==> config.mk <==
export PLATFORM = sky130hd
export DESIGN_NAME = calendar_month_grid_unit
export DESIGN_NICKNAME = d
export VERILOG_FILES = /design/src/design/cmg_pkg.sv /design/src/design/calendar_month_grid_unit.sv
export SDC_FILE = /design/constraint.sdc
export NUM_CORES = 1
export LEC_CHECK = 0
export BUFFER_PORTS_ARGS = -buffer_cell sky130_fd_sc_hd__buf_2
export CELL_PAD_IN_SITES_DETAIL_PLACEMENT = 1
export CELL_PAD_IN_SITES_GLOBAL_PLACEMENT = 2
export CORE_MARGIN = 5
export CORE_UTILIZATION = 39
export CTS_CLUSTER_SIZE = 20
export DETAILED_ROUTE_END_ITERATION = 10
export GPL_ROUTABILITY_DRIVEN = 0
export HOLD_SLACK_MARGIN = 0.06
export PLACE_DENSITY_LB_ADDON = 0.1
export SYNTH_ARGS = -nofsm -noshare
export SYNTH_HDL_FRONTEND = slang
export SYNTH_SLANG_ARGS = --single-unit
==> constraint.sdc <==
create_clock -name aclk -period 6.7 [get_ports aclk]
set_input_delay 1.005 -clock aclk [delete_from_list [all_inputs] [get_ports aclk]]
set_output_delay 1.005 -clock aclk [all_outputs]
set_load 0.005 [all_outputs]
==> src/design/cmg_pkg.sv <==
// Shared constants and helper functions for the calendar month grid unit.
`default_nettype none
package cmg_pkg;

    localparam int GRID_CELLS   = 42;
    localparam int CELL_IDX_W   = 6;
    localparam int YEAR_W       = 14;
    localparam int MONTH_W      = 4;
    localparam int DAY_W        = 5;
    localparam int KIND_W       = 2;
    localparam int YY_W         = 15;
    localparam int CENT_W       = 8;

    // floor(yy / 100) == (yy * 5243) >> 19 for yy < 43690
    localparam int RECIP_100    = 5243;
    localparam int RECIP_SHIFT  = 19;
    localparam int PROD_W       = 28;

    localparam logic [KIND_W-1:0] KIND_PREV = 2'd0;
    localparam logic [KIND_W-1:0] KIND_CUR  = 2'd1;
    localparam logic [KIND_W-1:0] KIND_NEXT = 2'd2;

    localparam logic [CELL_IDX_W-1:0] LAST_IDX = CELL_IDX_W'(GRID_CELLS - 1);
    localparam logic [DAY_W-1:0]      MAX_DAY  = 5'd31;

    // Weekday offset of the 1st of each month, January first.
    function automatic logic [2:0] month_offset(input logic [MONTH_W-1:0] m);
        logic [2:0] off;
        case (m)
            4'd1:    off = 3'd0;
            4'd2:    off = 3'd3;
            4'd3:    off = 3'd2;
            4'd4:    off = 3'd5;
            4'd5:    off = 3'd0;
            4'd6:    off = 3'd3;
            4'd7:    off = 3'd5;
            4'd8:    off = 3'd1;
            4'd9:    off = 3'd4;
            4'd10:   off = 3'd6;
            4'd11:   off = 3'd2;
            4'd12:   off = 3'd4;
            default: off = 3'd0;
        endcase
        return off;
    endfunction

    function automatic logic [DAY_W-1:0] month_len(input logic [MONTH_W-1:0] m,
                                                   input logic leap);
        logic [DAY_W-1:0] len;
        case (m)
            4'd2:    len = leap ? 5'd29 : 5'd28;
            4'd4:    len = 5'd30;
            4'd6:    len = 5'd30;
            4'd9:    len = 5'd30;
            4'd11:   len = 5'd30;
            default: len = 5'd31;
        endcase
        return len;
    endfunction

endpackage
`default_nettype wire

==> src/design/calendar_month_grid_unit.sv <==
// Calendar month grid unit: turns a year and month into the 42 cells of a page.
//
// Each request (year, month) yields 42 results, one per cell of a six-week page,
// row-major from Sunday: trailing days of the previous month, the days of the
// month, then the next month from 1. The generator drives one cell per cycle on
// the result port while m_ready is high; the next page's first cell follows the
// previous page's last cell with no gap when its request is already in stage B.
// Three setup stages (input, century quotient, weekday sum) run ahead of the
// generator, which loads the first cell from stage B, and up to three further
// requests are buffered while a page is being generated.
// Month 0 is taken as January and months above 12 as December.
`default_nettype none
module calendar_month_grid_unit
    import cmg_pkg::*;
(
    input  wire logic                   aclk,
    input  wire logic                   aresetn,
    input  wire logic                   s_valid,
    output logic                        s_ready,
    input  wire logic [YEAR_W-1:0]      s_year,
    input  wire logic [MONTH_W-1:0]     s_month,
    output logic                        m_valid,
    input  wire logic                   m_ready,
    output logic [CELL_IDX_W-1:0]       m_cell_index,
    output logic [DAY_W-1:0]            m_day_number,
    output logic [KIND_W-1:0]           m_cell_kind,
    output logic                        m_last_cell
);

    // ---------------- input stage ----------------
    logic                 in_vld_reg;
    logic [YEAR_W-1:0]    in_year_reg;
    logic [MONTH_W-1:0]   in_month_reg;
    logic [MONTH_W-1:0]   month_clamped;

    // ---------------- stage A: century quotient ----------------
    logic                 a_vld_reg;
    logic [YY_W-1:0]      a_yy_reg;
    logic [CENT_W-1:0]    a_q_reg;
    logic [MONTH_W-1:0]   a_month_reg;
    logic                 a_div4_reg;
    logic [YY_W-1:0]      yy_next;
    logic [PROD_W-1:0]    prod;

    // ---------------- stage B: weekday sum, month lengths ----------------
    logic                 b_vld_reg;
    logic [YY_W-1:0]      b_sum_reg;
    logic [DAY_W-1:0]     b_cur_len_reg;
    logic [DAY_W-1:0]     b_prev_len_reg;
    logic [YY_W-1:0]      sum_next;
    logic [YY_W-1:0]      cent_prod;
    logic [6:0]           rem100;
    logic                 early;
    logic                 cent_year;
    logic                 quad_cent;
    logic                 leap;
    logic [CENT_W-1:0]    q_plus1;

    // ---------------- generator / output ----------------
    logic [CELL_IDX_W-1:0] idx_reg,   idx_next;
    logic [DAY_W-1:0]      day_reg,   day_next;
    logic [KIND_W-1:0]     kind_reg,  kind_next;
    logic                  last_reg,  last_next;
    logic                  out_vld_reg, out_vld_next;
    logic [2:0]            start_reg, start_next;
    logic [DAY_W-1:0]      cur_len_reg, cur_len_next;

    logic [5:0]            oct_sum;
    logic [3:0]            oct_fold;
    logic [2:0]            weekday;

    logic gen_load, gen_step;
    logic b_ready, a_ready;

    // handshake chain
    assign gen_load = b_vld_reg && (!out_vld_reg || (m_ready && last_reg));
    assign gen_step = out_vld_reg && m_ready && !last_reg;
    assign b_ready  = !b_vld_reg || gen_load;
    assign a_ready  = !a_vld_reg || b_ready;
    assign s_ready  = !in_vld_reg || a_ready;

    assign month_clamped = (s_month == 4'd0) ? 4'd1 :
                           (s_month > 4'd12) ? 4'd12 : s_month;

    always_ff @(posedge aclk) begin
        if (!aresetn) begin
            in_vld_reg <= 1'b0;
        end else if (s_ready) begin
            in_vld_reg <= s_valid;
        end
        if (s_ready && s_valid) begin
            in_year_reg  <= s_year;
            in_month_reg <= month_clamped;
        end
    end

    // stage A
    assign yy_next = YY_W'(in_year_reg) + YY_W'(400)
                   - ((in_month_reg < 4'd3) ? YY_W'(1) : YY_W'(0));
    assign prod    = PROD_W'(yy_next) * PROD_W'(RECIP_100);

    always_ff @(posedge aclk) begin
        if (!aresetn) begin
            a_vld_reg <= 1'b0;
        end else if (a_ready) begin
            a_vld_reg <= in_vld_reg;
        end
        if (a_ready && in_vld_reg) begin
            a_yy_reg    <= yy_next;
            a_q_reg     <= prod[RECIP_SHIFT +: CENT_W];
            a_month_reg <= in_month_reg;
            a_div4_reg  <= (in_year_reg[1:0] == 2'b00);
        end
    end

    // stage B
    assign early     = (a_month_reg < 4'd3);
    assign cent_prod = YY_W'(a_q_reg) * YY_W'(100);
    assign rem100    = 7'(a_yy_reg - cent_prod);
    assign q_plus1   = a_q_reg + CENT_W'(1);
    // yy is year+399 in Jan/Feb and year+400 otherwise
    assign cent_year = early ? (rem100 == 7'd99) : (rem100 == 7'd0);
    assign quad_cent = early ? (q_plus1[1:0] == 2'b00) : (a_q_reg[1:0] == 2'b00);
    assign leap      = (a_div4_reg && !cent_year) || (cent_year && quad_cent);

    assign sum_next = a_yy_reg + (a_yy_reg >> 2) - YY_W'(a_q_reg)
                    + YY_W'(a_q_reg >> 2) + YY_W'(month_offset(a_month_reg))
                    + YY_W'(1);

    always_ff @(posedge aclk) begin
        if (!aresetn) begin
            b_vld_reg <= 1'b0;
        end else if (b_ready) begin
            b_vld_reg <= a_vld_reg;
        end
        if (b_ready && a_vld_reg) begin
            b_sum_reg      <= sum_next;
            b_cur_len_reg  <= month_len(a_month_reg, leap);
            b_prev_len_reg <= (a_month_reg == 4'd1) ? MAX_DAY
                              : month_len(a_month_reg - 4'd1, leap);
        end
    end

    // sum mod 7: octal digits fold since 8 == 1 (mod 7)
    assign oct_sum  = 6'(b_sum_reg[14:12]) + 6'(b_sum_reg[11:9]) + 6'(b_sum_reg[8:6])
                    + 6'(b_sum_reg[5:3]) + 6'(b_sum_reg[2:0]);
    assign oct_fold = 4'(oct_sum[5:3]) + 4'(oct_sum[2:0]);
    assign weekday  = (oct_fold >= 4'd7) ? 3'(oct_fold - 4'd7) : oct_fold[2:0];

    always_comb begin
        idx_next     = idx_reg;
        day_next     = day_reg;
        kind_next    = kind_reg;
        last_next    = last_reg;
        out_vld_next = out_vld_reg;
        start_next   = start_reg;
        cur_len_next = cur_len_reg;
        if (gen_load) begin
            out_vld_next = 1'b1;
            idx_next     = '0;
            last_next    = (LAST_IDX == '0);
            start_next   = weekday;
            cur_len_next = b_cur_len_reg;
            if (weekday == 3'd0) begin
                kind_next = KIND_CUR;
                day_next  = 5'd1;
            end else begin
                kind_next = KIND_PREV;
                day_next  = b_prev_len_reg - DAY_W'(weekday) + 5'd1;
            end
        end else if (gen_step) begin
            idx_next  = idx_reg + CELL_IDX_W'(1);
            last_next = (idx_next == LAST_IDX);
            case (kind_reg)
                KIND_PREV: begin
                    if (idx_next == CELL_IDX_W'(start_reg)) begin
                        kind_next = KIND_CUR;
                        day_next  = 5'd1;
                    end else begin
                        day_next = day_reg + 5'd1;
                    end
                end
                KIND_CUR: begin
                    if (day_reg == cur_len_reg) begin
                        kind_next = KIND_NEXT;
                        day_next  = 5'd1;
                    end else begin
                        day_next = day_reg + 5'd1;
                    end
                end
                default: begin
                    // next month day number saturates at 31
                    if (day_reg != MAX_DAY) begin
                        day_next = day_reg + 5'd1;
                    end
                end
            endcase
        end else if (out_vld_reg && m_ready) begin
            out_vld_next = 1'b0;
        end
    end

    always_ff @(posedge aclk) begin
        if (!aresetn) begin
            out_vld_reg <= 1'b0;
        end else begin
            out_vld_reg <= out_vld_next;
        end
        idx_reg     <= idx_next;
        day_reg     <= day_next;
        kind_reg    <= kind_next;
        last_reg    <= last_next;
        start_reg   <= start_next;
        cur_len_reg <= cur_len_next;
    end

    assign m_valid      = out_vld_reg;
    assign m_cell_index = idx_reg;
    assign m_day_number = day_reg;
    assign m_cell_kind  = kind_reg;
    assign m_last_cell  = last_reg;

endmodule
`default_nettype wire
==> results.yml, run 1 <==
run_status:
  status: "finished, violations left"
  violations: "setup timing"
synth:
  yosysWarnings: 0
  synth_edf_count: 77
  ys_seq_area_share_pct: 26.7
  syn-num-nets: 1197
  netlist_instances: 900
  synth_area_um2: 9720
  synth_area_per_cell_um2: 10.8
  netlist-cell-type-count: 64
  async_flop_share_pct: 0
  ys.flop_type: "edfxtp_1"
  ys_seq_elements: 91
setup_path:
  crit_path_top_delay_cell: "fa_1"
  path_class: "reg -> reg"
  start_kind: "register"
  critPathArrivalTime_ns: 7.02
  rr_endpoint: "a_q_reg[6]$_DFFE_PP_"
  timing.rr.start: "in_month_reg[1]$_SDFFCE_PP0P_"
  rr_worst_depth: 29
  crit_top_cell: "fa_1"
  r2r_slack_ns: -0.23
  cp-end-kind: "register"
  critPathMaxFanout: 6
  crit_required_ns: 6.79
  slowest_delay_ns: 0.57
finish:
  drive_gt1_share_pct: 19.2
  multiInputGateArea_um2: 6690
  register_area_um2: 2590
  final_core_util_pct: 47.4
  fill_cells: 2680
  syn2layout_area_growth_pct: 18.9
  nets: 1315
  antenna_cells: 0
clock_tree:
  cts_max_level: 3
  clock_latency_ns: 0.35
  cts_tree: "built"
  clk_path_buf_depth: 2
  cts_hold_buf: 0
  numCtsBuffers: 9
  clk_pin_slew_ns: 0.07
  clock_tree.root_cell: "clkbuf_16"
  clock-sinks: 91
route:
  first_pass_iters: 4
  finalWirelength_um: 22300
  initialDrtViolationCount: 159
  final_antenna_net_count: 0
  route.detailed.drc: 0
  viasPerCell: 4.91
  wl_per_cell_um: 16.6
  vias: 6608
sta:
  slew_headroom_pct: 22.0
  period_share_pct: 103
  fin_skew_ns: 0.0141
  final_max_slew_viol_count: 0
  period_minus_slack_ns: 6.93
  rsz0062_at_grt: "true"
  setup_tns_ns: -1.13
  setup_violations: 8
  fmax_mhz: 144
  worst_slack_ns: -0.231
  hold_viol: 0
  hold_slack_ns: 0.422
  tightest_slew_ns: 1.17
floorplan:
  die-area_um2: 28200
  pin_count: 38
  coreArea_um2: 24400
  start_util_pct: 39.8
  die_h_um: 168
  row_count: 57
  die_width_um: 168
run:
  maxCapViolCount: 0
grt:
  antenna_found_initial: 0
  grt_pass1_wl_um: 37700
  grt_usage_pct: 16.5
  grt_pass1_vias: 7706
  grt_max_degree: 33
  grt_overflow: 0
worst_hold_path:
  holdPathEnd: "cur_len_reg[0]$_DFFE_PP_"
  min_from: "b_cur_len_reg[0]$_DFFE_PP_"
  hp-class: "reg -> reg"
  min_delay_path_depth: 0
place:
  hpwl_um: 19000
  io_buffers: 37
  post-place-ws_ns: -0.622
layer usage:
| metal | vias to the layer above | global-route usage, % | routed length [µm] |
|---|---|---|---|
| met5 | - | 0 | 0 |
| met4 | 0 | 6.42 | 588 |
| met3 | 28 | 1.41 | 261 |
| met2 | 41 | 31.3 | 12400 |
| met1 | 3311 | 19.1 | 9040 |
| li1 | 3228 | - | - |
stage by stage:
stage	cells	instance area [µm²]
after floorplan	900	9810
after global placement	1309	10800
after detailed placement	1309	10800
after CTS	1336	11300
after global routing	1347	11600
final	1347	11600
kinds of logic (layout without fill, tap and decap cells):
family | count (synthesis) | after routing | share of synthesized area [%]
adder cells (fa/ha/maj) | 275 | 275 | 42.8
multiplexers | 8 | 8 | 0.824
AND/OR/NAND/NOR | 125 | 125 | 6.52
XOR/XNOR | 57 | 57 | 5.22
flip-flops | 91 | 91 | 26.7
AO/OA/AOI/OAI | 127 | 127 | 9.62
buffers and inverters | 217 | 340 | 8.38
cell usage after synthesis, drive strengths merged, types with 4 or more instances:
cell type	instances	share of area, %
o21a	10	0.79
ha	180	23
nand2	22	0.85
nor2	36	1.4
clkbuf	8	0.31
o41ai	4	0.36
fa	95	20
and3	8	0.52
o21bai	4	0.31
nand3	14	0.72
a211oi	8	0.80
a21oi	21	1.1
xor2	14	1.3
a21o	13	1.0
nor3	10	0.52
a21boi	6	0.46
a22o	5	0.45
o21ai	25	1.3
edfxtp	77	24
dfxtp	14	2.9
mux2i	8	0.82
inv	209	8.1
xnor2	43	4.0
nand3b	4	0.31
nand2b	7	0.53
nor2b	10	0.64
worst max-delay path: cells and delay by family, from the launching register on:
| kind | cells | cell delay [ns] |
|---|---|---|
| flip-flops | 1 | 0.41 |
| multiplexers | 1 | 0.18 |
| AND/OR/NAND/NOR | 3 | 0.48 |
| buffers and inverters | 5 | 0.48 |
| adder cells (fa/ha/maj) | 9 | 3.34 |
| AO/OA/AOI/OAI | 10 | 1.62 |
| XOR/XNOR | 1 | 0.14 |
repair_timing:
action | in CTS | in global routing
hold endpoints to repair | 0 | 0
buffers inserted | 11 | 12
gates resized for setup | 23 | 30
setup endpoints to repair | 8 | 8
pin swaps | 24 | 12
area by class of cell:
class,count,share of cell area (%)
multi-input cells,592,57.9
flip-flops and latches,91,22.4
repair buffers,115,6.96
inverters,209,6.79
well taps,324,3.51
clock buffers,10,2.01
clock inverters,6,0.401
cells in the final DEF, fill, tap and decap left out, types with 7 or more instances in the layout:
cell type  Yosys  routed
inv_1        209     197
ha_1         180     168
fa_1          95      93
edfxtp_1      77      77
buf_4          0      69
xnor2_1       42      39
buf_2          0      37
nor2_1        36      36
o21ai_0       23      22
nand2_1       22      21
a21oi_1       21      15
nand3_1       14      14
dfxtp_1       14      14
xor2_1        14      13
a21o_1        12      12
inv_2          0      12
ha_4           0      11
nor3_1        10      10
nor2b_1       10       9
o21a_1         9       9
clkbuf_16      0       9
buf_6          0       9
mux2i_1        8       7
and3_1         8       7
worst max path at each step:
stage,startpoint,end,cells past startpoint
after CTS,in_month_reg[0]$_SDFFCE_PN1P_,a_q_reg[6]$_DFFE_PP_,31
after floorplan,in_month_reg[0]$_SDFFCE_PN1P_,a_q_reg[5]$_DFFE_PP_,29
after global routing,in_month_reg[1]$_SDFFCE_PP0P_,a_q_reg[6]$_DFFE_PP_,29
after detailed placement,in_month_reg[0]$_SDFFCE_PN1P_,a_q_reg[1]$_DFFE_PP_,27
final,in_month_reg[1]$_SDFFCE_PP0P_,a_q_reg[6]$_DFFE_PP_,29
after global placement,in_month_reg[0]$_SDFFCE_PN1P_,a_q_reg[1]$_DFFE_PP_,27
Power of run 1 is not shown: default switching activity piles up to over one toggle a cycle in this logic, so the estimate is an artifact.
==> run 2: changes to the inputs <==
--- a/config.mk
+++ b/config.mk
@@ -13,6 +13,7 @@
 export CTS_CLUSTER_SIZE = 20
 export DETAILED_ROUTE_END_ITERATION = 10
 export GPL_ROUTABILITY_DRIVEN = 0
+export GPL_TIMING_DRIVEN = 0
 export HOLD_SLACK_MARGIN = 0.06
 export PLACE_DENSITY_LB_ADDON = 0.1
 export SYNTH_ARGS = -nofsm -noshare
==> run 2 against run 1 <==
Effect of this change:
- the flow still finishes with violations (setup timing)
- clock skew fell by 0.0023 ns
- non-clock buffer count fell by 38
- maximum frequency fell by 0.51%
- sequential share of layout area rose by 0.66 points
- count of clock-buffer cells in the layout rose by 1
- setup slack got worse by 0.035 ns
- first-iteration DRC count fell by 11%
- hold slack got worse by 0.00058 ns
- sequential cell count did not move
==> results.yml, run 2 (synthesized netlist as in run 1, its figures left out) <==
route:
  final_antenna_net_count: 0
  finalWirelength_um: 20000
  maxUsedRoutingLayer: "met4"
  initialDrtViolationCount: 141
  met3WireLength_um: 289
  viasPerCell: 4.85
  wl_per_cell_um: 15.2
  route.detailed.drc: 0
  m1WireLength_um: 8510
  dr_wl_met2_um: 10900
  first_pass_iters: 4
  vias: 6344
clock_tree:
  clk_path_buf_depth: 2
  cts_hold_buf: 0
  numCtsBuffers: 9
  clk_pin_slew_ns: 0.07
  clock_latency_ns: 0.35
  clock-sinks: 91
  cts_tree: "built"
  cts_max_level: 3
  clock_tree.root_cell: "clkbuf_16"
floorplan:
  die_h_um: 168
  pin_count: 38
  die_width_um: 168
  die-area_um2: 28200
  start_util_pct: 39.8
  coreArea_um2: 24400
  row_count: 57
worst_hold_path:
  hp-class: "reg -> reg"
finish:
  final_cells: 1309
  layout_commonest_cell: "inv_1"
  fill_cells: 2678
  drive_gt1_share_pct: 14.8
  antenna_cells: 0
  syn2layout_area_growth_pct: 15.5
  most-common-layout-cells: "inv_1, ha_1, fa_1"
  nets: 1277
setup_path:
  critPathMaxFanout: 4
  path_class: "reg -> reg"
  start_kind: "register"
  crit_required_ns: 6.79
  crit_path_top_delay_cell: "fa_1"
  slowest_delay_ns: 0.50
  cp-end-kind: "register"
  critPathArrivalTime_ns: 7.06
grt:
  grt_usage_pct: 15.0
  grt_pass1_vias: 6878
  antenna_found_initial: 0
  grt_max_degree: 33
  grt_overflow: 0
  grt_pass1_wl_um: 34100
place:
  dp.cells: 1263
  hpwl_um: 17000
  io_buffers: 37
sta:
  slew_headroom_pct: 27.1
  tightest_slew_ns: 1.09
  worst_slack_ns: -0.266
  rsz0062_at_grt: "true"
  fin_skew_ns: 0.0119
  final_max_slew_viol_count: 0
  fmax_mhz: 144
  setup_violations: 7
  hold_viol: 0
  period_share_pct: 104
  period_minus_slack_ns: 6.97
run_status:
  status: "finished, violations left"
  violations: "setup timing"
run:
  maxCapViolCount: 0
[run 2: cell count changes in the layout (fill, tap and decap cells not counted), moves of 2 or more]
cell	change
clkbuf_1	+9
inv_1	+4
ha_2	+2
buf_6	-7
buf_8	+2
inv_2	-5
buf_4	-42
o41ai_2	+2
xnor2_1	-3
ha_4	-2
xnor2_4	+2
o41ai_4	-2
[run 2: critical path, delay by kind of cell (launching register included)]
family	cells	cell delay [ns]
adders and majority gates	9	3.18
AOI/OAI and AO/OA	11	1.83
buffers and inverters	7	0.53
and+or+nand+nor	2	0.42
DFF	1	0.40
muxes	1	0.17
xor gates and xnor gates	1	0.15
[run 2: per-stage QoR]
stage / setup TNS [ns] / area (µm²) / hold slack (ns) / util [%] / setup slack [ns]
CTS: -2.64 / 11000 / 0.424 / 45.1 / -0.451
floorplan: 0 / 9810 / 0.400 / - / 0.0146
global route: -4.21 / 11200 / 0.425 / 46.0 / -0.595
finish: -1.45 / 11200 / 0.422 / 46.0 / -0.266
detailed placement: -6.86 / 10400 / 0.408 / 42.8 / -0.949
global placement: -6.92 / 10400 / 0.405 / 42.6 / -0.971
[run 2: worst paths after layout]
path | cells past startpoint | slack [ns] | startpoint | endpoint
worst min-delay path | 0 | 0.42 | b_cur_len_reg[1]$_DFFE_PP_ | cur_len_reg[1]$_DFFE_PP_
worst max register to register | 31 | -0.27 | in_month_reg[0]$_SDFFCE_PN1P_ | a_q_reg[6]$_DFFE_PP_
worst max-delay path | 31 | -0.27 | in_month_reg[0]$_SDFFCE_PN1P_ | a_q_reg[6]$_DFFE_PP_
worst min register to register | 0 | 0.42 | b_cur_len_reg[1]$_DFFE_PP_ | cur_len_reg[1]$_DFFE_PP_
[run 2: metal layers]
metal  vias to the layer above  global-route usage (%)
met5                         -                       0
met1                      3147                    18.3
met2                        31                    28.5
met3                        13                    1.41
li1                       3153                       -
met4                         0                    3.60
[run 2: final cells by class]
class                           count  area (µm²)  area share (%)
Clock inverter                      5        35.0           0.312
Timing Repair Buffer               69         460            4.10
Buffer                              8        31.3           0.279
Tap cell                          324         405            3.61
Multi-Input combinational cell    592        6680            59.5
Clock buffer                       11         233            2.07
Sequential cell                    91        2590            23.1
Inverter                          209         788            7.02
[run 2: timing repair]
action | in CTS | in global routing
resized for setup | 28 | 15
pin swaps | 32 | 27
setup buffers | 15 | 16
endpoints found under the setup margin | 8 | 8
Power of run 2 is left out for the same reason.
